===== src/rtl/core/dpw_pkg.sv =====
// ----------------------------------------------------------------------------
// dpw_pkg: shared types and constants for the depth pixel to world point block
// Register codes, field widths and configuration structs used across modules.
// ----------------------------------------------------------------------------
`default_nettype none

package dpw_pkg;

   // Field widths
   localparam int DEPTH_W  = 16;
   localparam int COL_W    = 10;
   localparam int ROW_W    = 9;
   localparam int INV_W    = 24;
   localparam int CENTER_W = 14;
   localparam int WORLD_W  = 19;
   localparam int CSR_AW   = 6;
   localparam int CSR_DW   = 64;

   // Camera point widths (Q.8 mm)
   localparam int PXY_W = 35;
   localparam int PZ_W  = 25;

   // Register codes (index within the register map, 8-byte spacing)
   typedef enum logic [2:0] {
      REG_INV_FOCAL_X = 3'd0,
      REG_INV_FOCAL_Y = 3'd1,
      REG_CENTER_X    = 3'd2,
      REG_CENTER_Y    = 3'd3,
      REG_POSE_ROW_X  = 3'd4,
      REG_POSE_ROW_Y  = 3'd5,
      REG_POSE_ROW_Z  = 3'd6
   } reg_index_type;

   // Intrinsics: reciprocal focal lengths (Q0.24) and principal point (Q10.4)
   typedef struct packed {
      logic [INV_W-1:0]    inv_fx;
      logic [INV_W-1:0]    inv_fy;
      logic [CENTER_W-1:0] cx;
      logic [CENTER_W-1:0] cy;
   } camera_cfg_type;

   // One transform row: three Q2.14 rotation terms, then translation in mm
   typedef struct packed {
      logic signed [15:0] r0;
      logic signed [15:0] r1;
      logic signed [15:0] r2;
      logic signed [15:0] t;
   } pose_row_type;

   // Reset values (identity pose, default intrinsics)
   localparam logic [INV_W-1:0]    INV_FOCAL_RST = 24'd31957;
   localparam logic [CENTER_W-1:0] CENTER_X_RST  = 14'd5120;
   localparam logic [CENTER_W-1:0] CENTER_Y_RST  = 14'd3840;
   localparam logic [63:0]         POSE_X_RST    = 64'h4000_0000_0000_0000;
   localparam logic [63:0]         POSE_Y_RST    = 64'h0000_4000_0000_0000;
   localparam logic [63:0]         POSE_Z_RST    = 64'h0000_0000_4000_0000;

endpackage

`default_nettype wire


===== src/rtl/core/dpw_row.sv =====
// ----------------------------------------------------------------------------
// dpw_row: one row of the rigid transform
// Three stages: rotation products, sum with translation and rounding, clamp.
// ----------------------------------------------------------------------------
`default_nettype none

module dpw_row (
   input  wire logic                               clock,
   input  wire logic                               en,
   input  wire dpw_pkg::pose_row_type              pose,
   input  wire logic signed [dpw_pkg::PXY_W-1:0]   px,
   input  wire logic signed [dpw_pkg::PXY_W-1:0]   py,
   input  wire logic signed [dpw_pkg::PZ_W-1:0]    pz,
   output logic signed      [dpw_pkg::WORLD_W-1:0] world,
   output logic                                    clip
);
   import dpw_pkg::*;

   localparam int PXY_PW = PXY_W + 16;   // Q.22 product of x or y
   localparam int PZ_PW  = PZ_W + 16;    // Q.22 product of z
   localparam int ACC_W  = PXY_PW + 2;   // sum of four terms
   localparam int FRAC   = 22;
   localparam int W_W    = ACC_W - FRAC;

   localparam logic signed [W_W-1:0] OUT_MAX = W_W'((1 << (WORLD_W-1)) - 1);
   localparam logic signed [W_W-1:0] OUT_MIN = -W_W'(1 << (WORLD_W-1));

   // Stage 1: rotation products
   logic signed [PXY_PW-1:0] p0_ff, p1_ff;
   logic signed [PZ_PW-1:0]  p2_ff;
   logic signed [15:0]       t_ff;

   // Stage 2: accumulate, round half up to whole mm
   logic signed [ACC_W-1:0] acc_in;
   logic signed [W_W-1:0]   w_ff;

   assign acc_in = ACC_W'(p0_ff) + ACC_W'(p1_ff) + ACC_W'(p2_ff)
                 + (ACC_W'(t_ff) <<< FRAC) + (ACC_W'(1) <<< (FRAC-1));

   // Stage 3: clamp to output range
   logic signed [WORLD_W-1:0] world_ff, world_in;
   logic                      clip_ff, clip_in;

   always_comb begin
      if (w_ff > OUT_MAX) begin
         world_in = OUT_MAX[WORLD_W-1:0];
         clip_in  = 1'b1;
      end else if (w_ff < OUT_MIN) begin
         world_in = OUT_MIN[WORLD_W-1:0];
         clip_in  = 1'b1;
      end else begin
         world_in = w_ff[WORLD_W-1:0];
         clip_in  = 1'b0;
      end
   end

   // Advance payload
   always_ff @(posedge clock) begin
      if (en) begin
         p0_ff    <= pose.r0 * px;
         p1_ff    <= pose.r1 * py;
         p2_ff    <= pose.r2 * pz;
         t_ff     <= pose.t;
         w_ff     <= acc_in[ACC_W-1:FRAC];
         world_ff <= world_in;
         clip_ff  <= clip_in;
      end
   end

   assign world = world_ff;
   assign clip  = clip_ff;

endmodule

`default_nettype wire


===== config.mk =====
export PLATFORM = sky130hd
export DESIGN_NAME = dpw_row
export DESIGN_NICKNAME = d
export VERILOG_FILES = /design/src/rtl/core/dpw_pkg.sv /design/src/rtl/core/dpw_row.sv
export SDC_FILE = /design/constraint.sdc
export NUM_CORES = 2
export LEC_CHECK = 0
export BUFFER_PORTS_ARGS = -buffer_cell sky130_fd_sc_hd__buf_2
export CAP_MARGIN = 20
export CORE_MARGIN = 2
export CORE_UTILIZATION = 50
export DETAILED_ROUTE_END_ITERATION = 16
export HOLD_SLACK_MARGIN = 0.1
export PLACE_DENSITY = 0.69
export SLEW_MARGIN = 15
export SYNTH_ARGS = -nofsm -noshare
export SYNTH_HDL_FRONTEND = slang
export SYNTH_SLANG_ARGS = --single-unit

===== constraint.sdc =====
create_clock -name clock -period 7.18 [get_ports clock]
set_input_delay 0.718 -clock clock [delete_from_list [all_inputs] [get_ports clock]]
set_output_delay 0.718 -clock clock [all_outputs]
set_load 0.1 [all_outputs]

After elaboration in Yosys (flattened, before gate mapping)
Cells that the tools add are included.
- $mul: 3
- add/subtract/negate cells: 4
- multiplexer cells: 2
- order comparisons: 2
- operators by type and width (kind ; number):
    $mul 16x35->51 ; 2
    $add 52x41->53 ; 1
    $add 53x23->53 const B ; 1
    $add 53x38->53 ; 1
    $add 51x51->52 ; 1
    $mul 16x25->41 ; 1
    $gt 31x19->1 const B ; 1
    $lt 31x19->1 const B ; 1
    $mux 19 ; 1
    $mux 1 ; 1
- register bits after elaboration: 210

Longest topological paths before layout
- word-level depth: 4
- depth in mapped cells: 27
- gate-level depth less buffers: 25

Worst setup path before layout
No wires, ideal clock.
- path type: input -> register
- start point: input pose[39] in the netlist's numbering
- end point: register p1_ff[49] (data pin)
- data arrival time: 6.775 ns
- stages on the path: 22
- library setup time: 0.261 ns
- setup slack: 0.145 ns
- path through: clkbuf_1 > clkbuf_1 > nand2_1 > fa_1 > inv_1 > fa_1 > fa_1 > fa_1 > fa_1 > inv_1 > fa_1 > inv_1 > ha_1 > a21o_1 > a211oi_1 > and3_1 > nand3_1 > a21oi_2 > o21ai_1 > a311o_1 > a221o_1 > o311a_1
- word-level cells in the longest chain between the ends: 1
- RTL lines (item ; line ; source):
    start: declaration ; dpw_row.sv:10 ; input wire dpw_pkg::pose_row_type pose,
    $mul 16x35->51 ; dpw_row.sv:61 ; p1_ff <= pose.r1 * py;
    end signal: assignment ; dpw_row.sv:61 ;
    end: declaration ; dpw_row.sv:29 ; logic signed [PXY_PW-1:0] p0_ff, p1_ff;
No other way between the ends.
A chain may end at the register's enable or synchronous reset.

Worst setup path after layout
- start point: input pose[36] in the netlist's numbering
- end point: register p1_ff[48] (data pin)
The elaborated chain is that of the path after synthesis.

==> impl_metrics.py <==
metrics = {
    "setup_path": {
        "crit_chain": "buf_2, buf_4, and2_1, fa_1, inv_1, fa_1, fa_1, fa_1, inv_1, fa_1, inv_1, fa_1, inv_1, ha_1, and4_1, a2111o_1, o221ai_2, a21oi_1, o31ai_1, buf_4, nand3_1, a31oi_1, o21ai_0, xnor2_1",
        "crit_type": "primary input to flip-flop",
        "worstReg2RegStart": "p0_ff[17]",
        "path_common_cell": "fa_1",
        "rr_worst_depth": 13,
        "cp-start-kind": "primary input",
        "r2r_setup_slack_ns": 2.77,
        "cp.required_ns": 7.44,
        "crit_path_end_kind": "flip-flop",
        "cp_top_family": "adder cells",
        "crit_path_max_fanout": 10,
        "r2r_end": "w_ff[15]",
        "critPathSlowestCell": "fa_1",
        "max_stage_delay_ns": 0.54,
        "crit_arrival_ns": 7.09,
        "cp.buffers_inverters": 7,
    },
    "floorplan": {
        "start_util": 0.5031,
        "rows": 130,
        "core_sq_um": 125400,
        "die_h_um": 359.2,
        "fp.dieW_um": 359.2,
        "die_area_sq_um": 129000,
        "ios": 181,
    },
    "place": {
        "dp.final_hpwl_um": 132600,
        "gp_congestion": 0.9115,
        "port_buffers": 180,
    },
    "timing": {
        "max_slew_margin": 0.3503,
        "post-route-period-util": 0.9522,
        "fin_crit_ns": 6.837,
        "worst_pin_slew_ns": 0.9746,
        "finClkSkew_ns": 0.01905,
        "tns_ns": 0,
        "rsz0062_at_grt": "no",
        "slew_violations": 0,
        "setup-violations-final": 0,
        "fmax_mhz": 146.3,
        "whs_ns": 0.3775,
        "hold_viol_final": 0,
    },
    "yosys": {
        "synth_flop_cell": "edfxtp_1",
        "ys_ff_latch": 210,
        "syn_avg_cell_area_sq_um": 9.513,
        "netlist_instances": 6632,
        "yosys_warnings": 0,
        "synth-edff-count": 210,
        "seq_area_frac_synth": 0.09995,
        "synthArstFlopShare": 0,
        "syn_nets": 8727,
        "mappedNetlistArea_sq_um": 63090,
        "synth.distinct_cells": 76,
    },
    "routing": {
        "initialDrtViolationCount": 2577,
        "drt-total-wl_um": 155000,
        "dr.pass1.iters": 6,
        "via_per_inst": 5.260,
        "drc_errors": 0,
        "antenna_left": 0,
        "route.detailed.wl_per_inst_um": 18.09,
        "route.vias.total": 45050,
    },
    "global_route": {
        "first_global_vias": 50000,
        "grt_pass1_wl_um": 259100,
        "antenna_found_initial": 14,
        "grt.total_usage": 0.2517,
        "grt_max_degree": 79,
        "overflow": 0,
    },
    "min_path": {
        "hold_path_end": "t_ff[4]",
        "min_from": "pose[4]",
        "holdPathStages": 1,
        "min_path_type": "primary input to flip-flop",
    },
    "clock_network": {
        "tritoncts": "yes",
        "insertion_delay_ns": 0.51,
        "clk_pin_slew_ns": 0.07,
        "postCtsHoldBufs": 0,
        "post-cts-setup-buffer-count": 0,
        "cts_max_level": 1,
        "post_cts_resized": 0,
        "cts_num_sinks": 210,
        "cts-root-buf": "clkbuf_16",
        "cts_buffers": 20,
        "cts_buffer_depth": 3,
    },
    "finish": {
        "drive_gt1_frac": 0.08060,
        "final_nets": 8994,
        "area_delta_synth_final_pct": 8.462,
    },
    "flow_run": {
        "cap_violations": 0,
    },
    "status": {
        "status": "complete, no violations",
    },
}
[routing by layer]
| metal | up-vias | share of wire | GRT usage |
|---|---|---|---|
| met2 | 1287 | 0.51 | 0.4455 |
| met5 | - | 0.00038 | 0 |
| li1 | 20020 | - | - |
| met4 | 10 | 0.040 | 0.09001 |
| met3 | 366 | 0.053 | 0.02665 |
| met1 | 23370 | 0.39 | 0.3204 |
[synth_stat cells (3+ instances only)]
cell type | n | area [sq um]
a211o_1 | 3 | 26.28
a211oi_1 | 27 | 202.7
a21boi_0 | 8 | 60.06
a21o_1 | 79 | 593.1
a21oi_1 | 145 | 725.7
a221o_1 | 3 | 30.03
a221oi_1 | 5 | 43.79
a311o_1 | 3 | 30.03
a31oi_1 | 12 | 75.07
a41oi_1 | 5 | 43.79
and2_1 | 606 | 3791
and3_1 | 20 | 125.1
and4_1 | 7 | 61.31
clkbuf_1 | 261 | 979.7
edfxtp_1 | 210 | 6306
fa_1 | 1524 | 30510
ha_1 | 410 | 5130
inv_1 | 1682 | 6314
nand2_1 | 919 | 3450
nand2b_1 | 41 | 256.5
nand3_1 | 32 | 160.2
nand3b_1 | 3 | 22.52
nand4_1 | 23 | 143.9
nor2_1 | 150 | 563.0
nor2b_1 | 15 | 93.84
nor3_1 | 18 | 90.09
nor4_1 | 7 | 43.79
o2111ai_1 | 3 | 26.28
o211ai_1 | 9 | 67.56
o21a_1 | 39 | 292.8
o21ai_0 | 79 | 395.4
o21ai_1 | 5 | 25.02
o21bai_1 | 30 | 225.2
o22ai_1 | 4 | 25.02
o31a_1 | 3 | 26.28
o31ai_1 | 6 | 45.04
or2_2 | 4 | 25.02
or3_1 | 8 | 50.05
xnor2_1 | 134 | 1174
xor2_1 | 44 | 385.4
[sequential cells by signal, summed over array words and instances, names as in the netlist]
register and flops:
world 19, t_ff 16, p1_ff 51, p2_ff 41, w_ff 31, clip 1, p0_ff 51
[area by class of cell]
class,count,area [sq um]
Fill cell,11160,56980
Multi-Input combinational cell,4473,49480
Inverter,1684,6321
Sequential cell,210,6306
Timing Repair Buffer,510,3640
Tap cell,1650,2064
Clock buffer,24,536.8
Clock inverter,10,77.57
Antenna cell,4,10.01
[worst reg2reg max path: stages, from the launching register on]
cell and delay (ns):
edfxtp_1 0.43, fa_1 0.50, ha_1 0.29, ha_1 0.29
nand2_1 0.06, o21ai_0 0.27, o21ai_0 0.17, a31oi_1 0.64
o211ai_4 0.22, a21oi_1 0.33, nand2_1 0.09, o211ai_1 0.27
a21oi_1 0.13, xnor2_1 0.43
[cells by family after synthesis]
kind of cell	synth area share
AND/OR/NAND/NOR	0.1417
multiplexers	0.0001587
adder cells (fa/ha/maj)	0.5649
XOR/XNOR	0.02471
flip-flops	0.09995
buffers and inverters	0.1162
AO/OA/AOI/OAI	0.05247
[how the worst max path moves through the flow]
stage / startpoint / end / slack, ns / cells after the start
after floorplan: pose[39] / p1_ff[49] / 0.14 / 22
after global placement: pose[49] / p0_ff[50] / -0.04 / 24
after detailed placement: pose[49] / p0_ff[50] / -0.11 / 24
after CTS: pose[36] / p1_ff[48] / 0.42 / 24
after global routing: px[5] / p0_ff[47] / 0.03 / 25
final: pose[36] / p1_ff[48] / 0.34 / 24
[per-stage QoR]
stage	cells	cell area, sq um	setup WS (ns)	util
2_1_floorplan	6632	63090	0.1447	-
3_3_place_gp	8525	67770	-0.03608	0.5404
3_5_place_dp	8525	67770	-0.1052	0.5404
4_1_cts	8559	68380	0.4224	0.5453
5_1_grt	8563	68430	0.03401	0.5456
6_report	8565	68430	0.3430	0.5457
[cells in the final DEF (no fill, tap or decap), drive strengths merged, types with 6 or more instances in the layout]
cell / instances
inv: 1683
fa: 1524
nand2: 919
and2: 606
buf: 509
ha: 410
edfxtp: 210
nor2: 150
a21oi: 146
xnor2: 134
o21ai: 85
a21o: 79
xor2: 44
nand2b: 41
o21a: 39
nand3: 32
o21bai: 30
a211oi: 29
clkbuf: 25
nand4: 23
and3: 20
nor3: 18
nor2b: 15
a31oi: 12
o211ai: 10
clkinv: 10
or3: 8
a21boi: 8
nor4: 8
and4: 7
a41oi: 6
o31ai: 6
Power is not shown: default switching activity piles up to over one toggle a cycle in this logic, so the estimate is an artifact.
