--- src/rtl/core/dpw_pkg.sv ---
// ----------------------------------------------------------------------------
// dpw_pkg: shared types and constants for the depth pixel to world point block
// Register codes, field widths and configuration structs used across modules.
// ----------------------------------------------------------------------------
`default_nettype none

package dpw_pkg;

   // Field widths
   localparam int DEPTH_W  = 16;
   localparam int COL_W    = 10;
   localparam int ROW_W    = 9;
   localparam int INV_W    = 24;
   localparam int CENTER_W = 14;
   localparam int WORLD_W  = 19;
   localparam int CSR_AW   = 6;
   localparam int CSR_DW   = 64;

   // Camera point widths (Q.8 mm)
   localparam int PXY_W = 35;
   localparam int PZ_W  = 25;

   // Register codes (index within the register map, 8-byte spacing)
   typedef enum logic [2:0] {
      REG_INV_FOCAL_X = 3'd0,
      REG_INV_FOCAL_Y = 3'd1,
      REG_CENTER_X    = 3'd2,
      REG_CENTER_Y    = 3'd3,
      REG_POSE_ROW_X  = 3'd4,
      REG_POSE_ROW_Y  = 3'd5,
      REG_POSE_ROW_Z  = 3'd6
   } reg_index_type;

   // Intrinsics: reciprocal focal lengths (Q0.24) and principal point (Q10.4)
   typedef struct packed {
      logic [INV_W-1:0]    inv_fx;
      logic [INV_W-1:0]    inv_fy;
      logic [CENTER_W-1:0] cx;
      logic [CENTER_W-1:0] cy;
   } camera_cfg_type;

   // One transform row: three Q2.14 rotation terms, then translation in mm
   typedef struct packed {
      logic signed [15:0] r0;
      logic signed [15:0] r1;
      logic signed [15:0] r2;
      logic signed [15:0] t;
   } pose_row_type;

   // Reset values (identity pose, default intrinsics)
   localparam logic [INV_W-1:0]    INV_FOCAL_RST = 24'd31957;
   localparam logic [CENTER_W-1:0] CENTER_X_RST  = 14'd5120;
   localparam logic [CENTER_W-1:0] CENTER_Y_RST  = 14'd3840;
   localparam logic [63:0]         POSE_X_RST    = 64'h4000_0000_0000_0000;
   localparam logic [63:0]         POSE_Y_RST    = 64'h0000_4000_0000_0000;
   localparam logic [63:0]         POSE_Z_RST    = 64'h0000_0000_4000_0000;

endpackage

`default_nettype wire

--- src/rtl/core/dpw_csr.sv ---
// ----------------------------------------------------------------------------
// dpw_csr: configuration register file
// APB-style register bank holding intrinsics and the three transform rows.
// ----------------------------------------------------------------------------
`default_nettype none

module dpw_csr (
   input  wire logic                       clock,
   input  wire logic                       reset,
   input  wire logic                       psel,
   input  wire logic                       penable,
   input  wire logic                       pwrite,
   input  wire logic [dpw_pkg::CSR_AW-1:0] paddr,
   input  wire logic [dpw_pkg::CSR_DW-1:0] pwdata,
   output logic      [dpw_pkg::CSR_DW-1:0] prdata,
   output logic                            pready,
   output dpw_pkg::camera_cfg_type         cam,
   output dpw_pkg::pose_row_type           pose_x,
   output dpw_pkg::pose_row_type           pose_y,
   output dpw_pkg::pose_row_type           pose_z
);
   import dpw_pkg::*;

   camera_cfg_type cam_ff;
   pose_row_type   pose_x_ff, pose_y_ff, pose_z_ff;
   reg_index_type  idx;
   logic           wr_en;

   assign idx    = reg_index_type'(paddr[CSR_AW-1:3]);
   assign wr_en  = psel & penable & pwrite & pready;
   assign pready = 1'b1;

   // Write registers on the access cycle
   always_ff @(posedge clock) begin
      if (reset) begin
         cam_ff.inv_fx <= INV_FOCAL_RST;
         cam_ff.inv_fy <= INV_FOCAL_RST;
         cam_ff.cx     <= CENTER_X_RST;
         cam_ff.cy     <= CENTER_Y_RST;
         pose_x_ff     <= pose_row_type'(POSE_X_RST);
         pose_y_ff     <= pose_row_type'(POSE_Y_RST);
         pose_z_ff     <= pose_row_type'(POSE_Z_RST);
      end else if (wr_en) begin
         case (idx)
            REG_INV_FOCAL_X: cam_ff.inv_fx <= pwdata[INV_W-1:0];
            REG_INV_FOCAL_Y: cam_ff.inv_fy <= pwdata[INV_W-1:0];
            REG_CENTER_X:    cam_ff.cx     <= pwdata[CENTER_W-1:0];
            REG_CENTER_Y:    cam_ff.cy     <= pwdata[CENTER_W-1:0];
            REG_POSE_ROW_X:  pose_x_ff     <= pose_row_type'(pwdata);
            REG_POSE_ROW_Y:  pose_y_ff     <= pose_row_type'(pwdata);
            REG_POSE_ROW_Z:  pose_z_ff     <= pose_row_type'(pwdata);
            default: ;
         endcase
      end
   end

   // Read back, zero-extended
   always_comb begin
      case (idx)
         REG_INV_FOCAL_X: prdata = {{(CSR_DW-INV_W){1'b0}}, cam_ff.inv_fx};
         REG_INV_FOCAL_Y: prdata = {{(CSR_DW-INV_W){1'b0}}, cam_ff.inv_fy};
         REG_CENTER_X:    prdata = {{(CSR_DW-CENTER_W){1'b0}}, cam_ff.cx};
         REG_CENTER_Y:    prdata = {{(CSR_DW-CENTER_W){1'b0}}, cam_ff.cy};
         REG_POSE_ROW_X:  prdata = pose_x_ff;
         REG_POSE_ROW_Y:  prdata = pose_y_ff;
         REG_POSE_ROW_Z:  prdata = pose_z_ff;
         default:         prdata = '0;
      endcase
   end

   assign cam    = cam_ff;
   assign pose_x = pose_x_ff;
   assign pose_y = pose_y_ff;
   assign pose_z = pose_z_ff;

endmodule

`default_nettype wire

--- config.mk ---
export PLATFORM = sky130hd
export DESIGN_NAME = dpw_csr
export DESIGN_NICKNAME = d
export VERILOG_FILES = /design/src/rtl/core/dpw_pkg.sv /design/src/rtl/core/dpw_csr.sv
export SDC_FILE = /design/constraint.sdc
export NUM_CORES = 1
export LEC_CHECK = 0
export BUFFER_PORTS_ARGS = -buffer_cell sky130_fd_sc_hd__clkbuf_2
export CAP_MARGIN = 20
export CORE_MARGIN = 1.5
export CORE_UTILIZATION = 45
export DETAILED_ROUTE_END_ITERATION = 6
export HOLD_SLACK_MARGIN = 0.12
export PLACE_DENSITY_LB_ADDON = 0.2
export SYNTH_ARGS = -nofsm -noshare
export SYNTH_HDL_FRONTEND = slang
export SYNTH_SLANG_ARGS = --single-unit
--- constraint.sdc ---
create_clock -name clock -period 2 [get_ports clock]
set_clock_uncertainty 0.1 [all_clocks]
set_input_delay 0.5 -clock clock [delete_from_list [all_inputs] [get_ports clock]]
set_output_delay 0.5 -clock clock [all_outputs]
set_load 0.1 [all_outputs]
After elaboration in Yosys (flattened, before gate mapping)
Cells that the tools add are included.
{"block": "totals", "regBits": 268, "elab_cells": 33}
{"block": "classes", "n_eq_ne": 6, "n_mux": 1, "bitwise": 2, "reduce_logical": 8}
{"op": "$pmux W64 S7", "n": 1}
{"op": "$reduce_and A2 Y1", "n": 7}
{"op": "$eq A3 B3 Y1 const B", "n": 3}
{"op": "$eq A3 B2 Y1 const B", "n": 2}
{"op": "$eq A3 B1 Y1 const B", "n": 1}
{"op": "$logic_not A3 Y1", "n": 1}
{"op": "$and A1 B1 Y1", "n": 2}

Depth between registers and ports, before layout
{"block": "logic_depth", "depth_word": 3, "mapped_depth": 7}

Least setup slack after synthesis
OpenSTA, ideal clock, no wires.
{"block": "synth_path", "kind": "register -> output", "from": "register pose_z_ff, in the netlist pose_z[0]", "to": "output port prdata[0] (netlist bit)", "t_arrival_ps": 3629, "t_required_ps": 1400, "setup_slack_ps": -2229, "path_stages_with_launch": 4, "n_path_buf": 0, "path_cell_list": "dfxtp_1 mux2i_1 o221a_2 a221oi_1"}
{"block": "synth_between", "elab_chain_len": 1}
{"element": "from (decl)", "line_no": "dpw_csr.sv:25", "text": "pose_row_type pose_x_ff, pose_y_ff, pose_z_ff;"}
{"element": "from (signal assigned)", "line_no": "dpw_csr.sv:42", "text": "pose_z_ff <= pose_row_type'(POSE_Z_RST);"}
{"element": "from (signal assigned)", "line_no": "dpw_csr.sv:51", "text": "REG_POSE_ROW_Z: pose_z_ff <= pose_row_type'(pwdata);"}
{"element": "$pmux W64 S7", "line_no": "dpw_csr.sv:59", "text": "case (idx)"}
{"element": "to (decl)", "line_no": "dpw_csr.sv:15", "text": "output logic [dpw_pkg::CSR_DW-1:0] prdata,"}
Every way passes these cells.

Final worst setup path
{"block": "layout_path", "from": "register cam_ff, in the netlist cam[36]", "to": "output port prdata[8] (netlist bit)"}
{"block": "layout_between", "elab_chain_len": 1}
{"element": "from (decl)", "line_no": "dpw_csr.sv:24", "text": "camera_cfg_type cam_ff;"}
{"element": "$pmux W64 S7", "line_no": "dpw_csr.sv:59"}
Every way passes these cells.

==> impl_metrics.csv <==
group,metric,value,unit
floorplan,io_pins,408,
logic_synthesis,synthArstFlopShare,0,
clock_network,numCtsBuffers,29,
logic_synthesis,ys.flop_type,"dfxtp_1",
logic_synthesis,ys_ff_latch,268,
timing,fin_tns_setup,-15250,ps
global_routing,first_global_vias,13260,
routing,detail-route-antenna-nets,0,
setup_path,cp_num_buf_inv,1,
job,drv_cap,0,
power,p_leak,8.757,nW
timing,finalHoldViolCount,0,
clock_network,clock_latency,550,ps
timing,worst-slew-pin-transition,667.5,ps
setup_path,critPathSlowestCell,"dfxtp_2",
clock_network,cts_tree,"done",
global_routing,grt_usage,0.3006,
floorplan,dieArea,29940,um2
power,peakVddDrop,0.0005705,V
timing,finalCritPeriodShare,1.170,
setup_path,cp_slowest_stage_delay,340,ps
routing,dr.pass1.iters,6,
finish,finalNetCount,2018,
logic_synthesis,synth_cell_types,42,
routing,totalWireLength,47.40,mm
clock_network,cts_num_sinks,268,
setup_path,crit_required,1400,ps
timing,layout_setup_ws,-340.5,ps
global_routing,grt_pass1_wl,72.90,mm
power,power.total,12.73,mW
setup_path,critical_path.top_delay_family,"compound AO/OA/AOI/OAI gates",
place,numPortBuffers,403,
clock_network,cts.path.max_buffers,3,
routing,routedWlPerCell,20.19,um
power,power_density,632.7,nW/um2
finish,drive_gt1_frac,0.4801,
floorplan,core_area,28550,um2
finish,fillCellCount,2102,
setup_path,cp-end-kind,"output port",
routing,drt-initial-drc-count,1326,
timing,timing.fmax,427.3,MHz
floorplan,rows,62,
setup_path,path_cells,"mux2i_1 > o221a_1 > a221oi_4 > buf_12",
global_routing,grt_max_degree,90,
setup_path,worstPathMaxFanout,3,
worst_hold_path,holdCritPathClass,"input port to flip-flop",
global_routing,antenna_found_initial,0,
clock_network,clkSlewWorstSetupHoldPaths,60,ps
timing,slew_viol_final,0,
logic_synthesis,yosysSeqAreaShare,0.4123,
floorplan,initial_utilization,0.4558,
setup_path,start_kind,"flip-flop",
logic_synthesis,yosys_warnings,0,
timing,period_minus_slack,2341,ps
finish,diodes,0,
logic_synthesis,synth_fp_nets,1515,
run_status,violations,"negative setup slack",
routing,via_count,13430,
timing,rsz0062_at_grt,"yes",
logic_synthesis,synth_cells,1440,
floorplan,die_y,173.0,um
timing,maxSlewHeadroom,0.5550,
logic_synthesis,synth_edf_count,0,
logic_synthesis,synth_area,13010,um2
setup_path,critPathArrivalTime,1740,ps
routing,vias_per_cell,5.721,
logic_synthesis,syn_area_per_cell,9.036,um2
global_routing,overflow,0,
place,place_hpwl,31.51,mm
timing,setup_viol,64,
routing,drc_errors,0,
place,gp_congestion,0.8532,
setup_path,critPathKind,"flip-flop to output port",
finish,area_growth,54.68,%
timing,timing.hold.ws,129.8,ps
clock_network,cts_max_level,1,
place,post-place-ws,-470.2,ps
floorplan,die_w,173.0,um
clock_network,root_buffer,"clkbuf_16",
run_status,status,"complete, but fails checks",
==> tightest hold or removal path, cell delays in order <==
cell	delay, ps
clkbuf_2	120
nand3_1	70
a21oi_1	50
==> worst paths after layout <==
path / startpoint / slack, ps / to / depth (start not counted)
worst min-delay path: pwdata[8] / 130 / pose_x[8] / 3
worst min register to register: pose_y[10] / 380 / pose_y[10] / 2
worst max register to register: pose_z[12] / 1020 / pose_z[12] / 4
worst max-delay path: cam[36] / -340 / prdata[8] / 4
==> report_power, final <==
| part | internal (mW) | total [mW] | switching, mW |
|---|---|---|---|
| clock network | 3.06 | 5.30 | 2.24 |
| registers | 5.38 | 5.42 | 0.0354 |
| logic | 0.738 | 2.01 | 1.28 |
==> registers in the layout, indices dropped and copies added, names as in the netlist <==
register,count
pose_y,64
cam,76
pose_z,64
pose_x,64
==> layer usage <==
metal	vias to the layer above	GRT usage	routed length [um]
li1	6135	-	-
met1	6520	0.3743	18740
met2	669	0.5118	23240
met3	109	0.05739	3829
met4	0	0.1210	1601
met5	-	0	0
==> area by class of cell <==
| type | count | area, um2 | share of cell area |
|---|---|---|---|
| multi-input combinational | 1006 | 7450 | 0.3702 |
| inverter | 14 | 52.55 | 0.002611 |
| clock inverter | 11 | 112.6 | 0.005595 |
| sequential | 268 | 5620 | 0.2793 |
| tap | 384 | 480.5 | 0.02387 |
| clock buffer | 41 | 810.8 | 0.04029 |
| timing repair buffer | 624 | 5599 | 0.2782 |
==> cells in the mapped netlist, types with 9 or more instances <==
library cell  number  share of area
a221oi_1          12         0.0081
and2_1            40          0.019
a21oi_1          134          0.052
buf_2             37          0.014
buf_4              9         0.0052
inv_1             14         0.0040
o2bb2ai_1         42          0.028
mux2i_1          206           0.16
o31ai_1           14         0.0081
nor2_1            45          0.013
o221a_2           11         0.0095
o21ai_0          135          0.052
nand2b_1         158          0.076
clkbuf_1          89          0.026
dfxtp_1          268           0.41
or3_1             14         0.0067
nand3_1          136          0.052
buf_6             15          0.013
==> cells by family (layout without fill, tap and decap cells) <==
family / count (synthesis) / count (layout) / share of synthesized area
compound gates: 371 / 371 / 0.1753
buf+inv: 166 / 690 / 0.06299
flops: 268 / 268 / 0.4123
mux: 214 / 214 / 0.1654
other cells: 1 / 1 / 0.0002882
simple gates: 420 / 420 / 0.1837
==> per-stage QoR <==
step / instance area (um2) / utilization / instances
3_5_place_dp: 17720 / 0.6208 / 2187
5_1_grt: 20130 / 0.7050 / 2348
4_1_cts: 19910 / 0.6973 / 2331
2_1_floorplan: 13810 / - / 1440
6_report: 20130 / 0.7050 / 2348
3_3_place_gp: 17720 / 0.6208 / 2187
==> cell usage in the layout, fill, tap and decap left out, types with 4 or more instances in the layout <==
master,n
nand3_1,135
o21ai_0,135
nor2_1,44
buf_4,138
buf_16,5
mux2i_1,200
buf_6,8
inv_2,9
clkbuf_4,69
dfxtp_1,64
clkbuf_2,204
nor3b_1,5
clkinv_2,6
o221a_2,6
dfxtp_2,204
and2_4,40
o2bb2ai_1,38
a221o_4,7
or3_1,14
a21oi_1,134
mux2_2,6
o2bb2ai_2,4
clkbuf_16,30
buf_2,46
mux2i_2,4
a221oi_4,14
dlygate4sd3_1,50
inv_1,5
nand2b_1,155
o31ai_1,14
clkbuf_1,8
a22o_1,7
clkbuf_8,5
o221a_4,5
buf_12,99
==> timing repair <==
item / in CTS / in global routing
pin swaps: 22 / 9
endpoints found under the setup margin: 110 / 112
cloned: 3 / 1
hold endpoints to repair: 102 / 1
resized for setup: 137 / 76
hold buffers: 49 / 1
setup buffers: 40 / 16
Power figures use the tool's default switching activity.
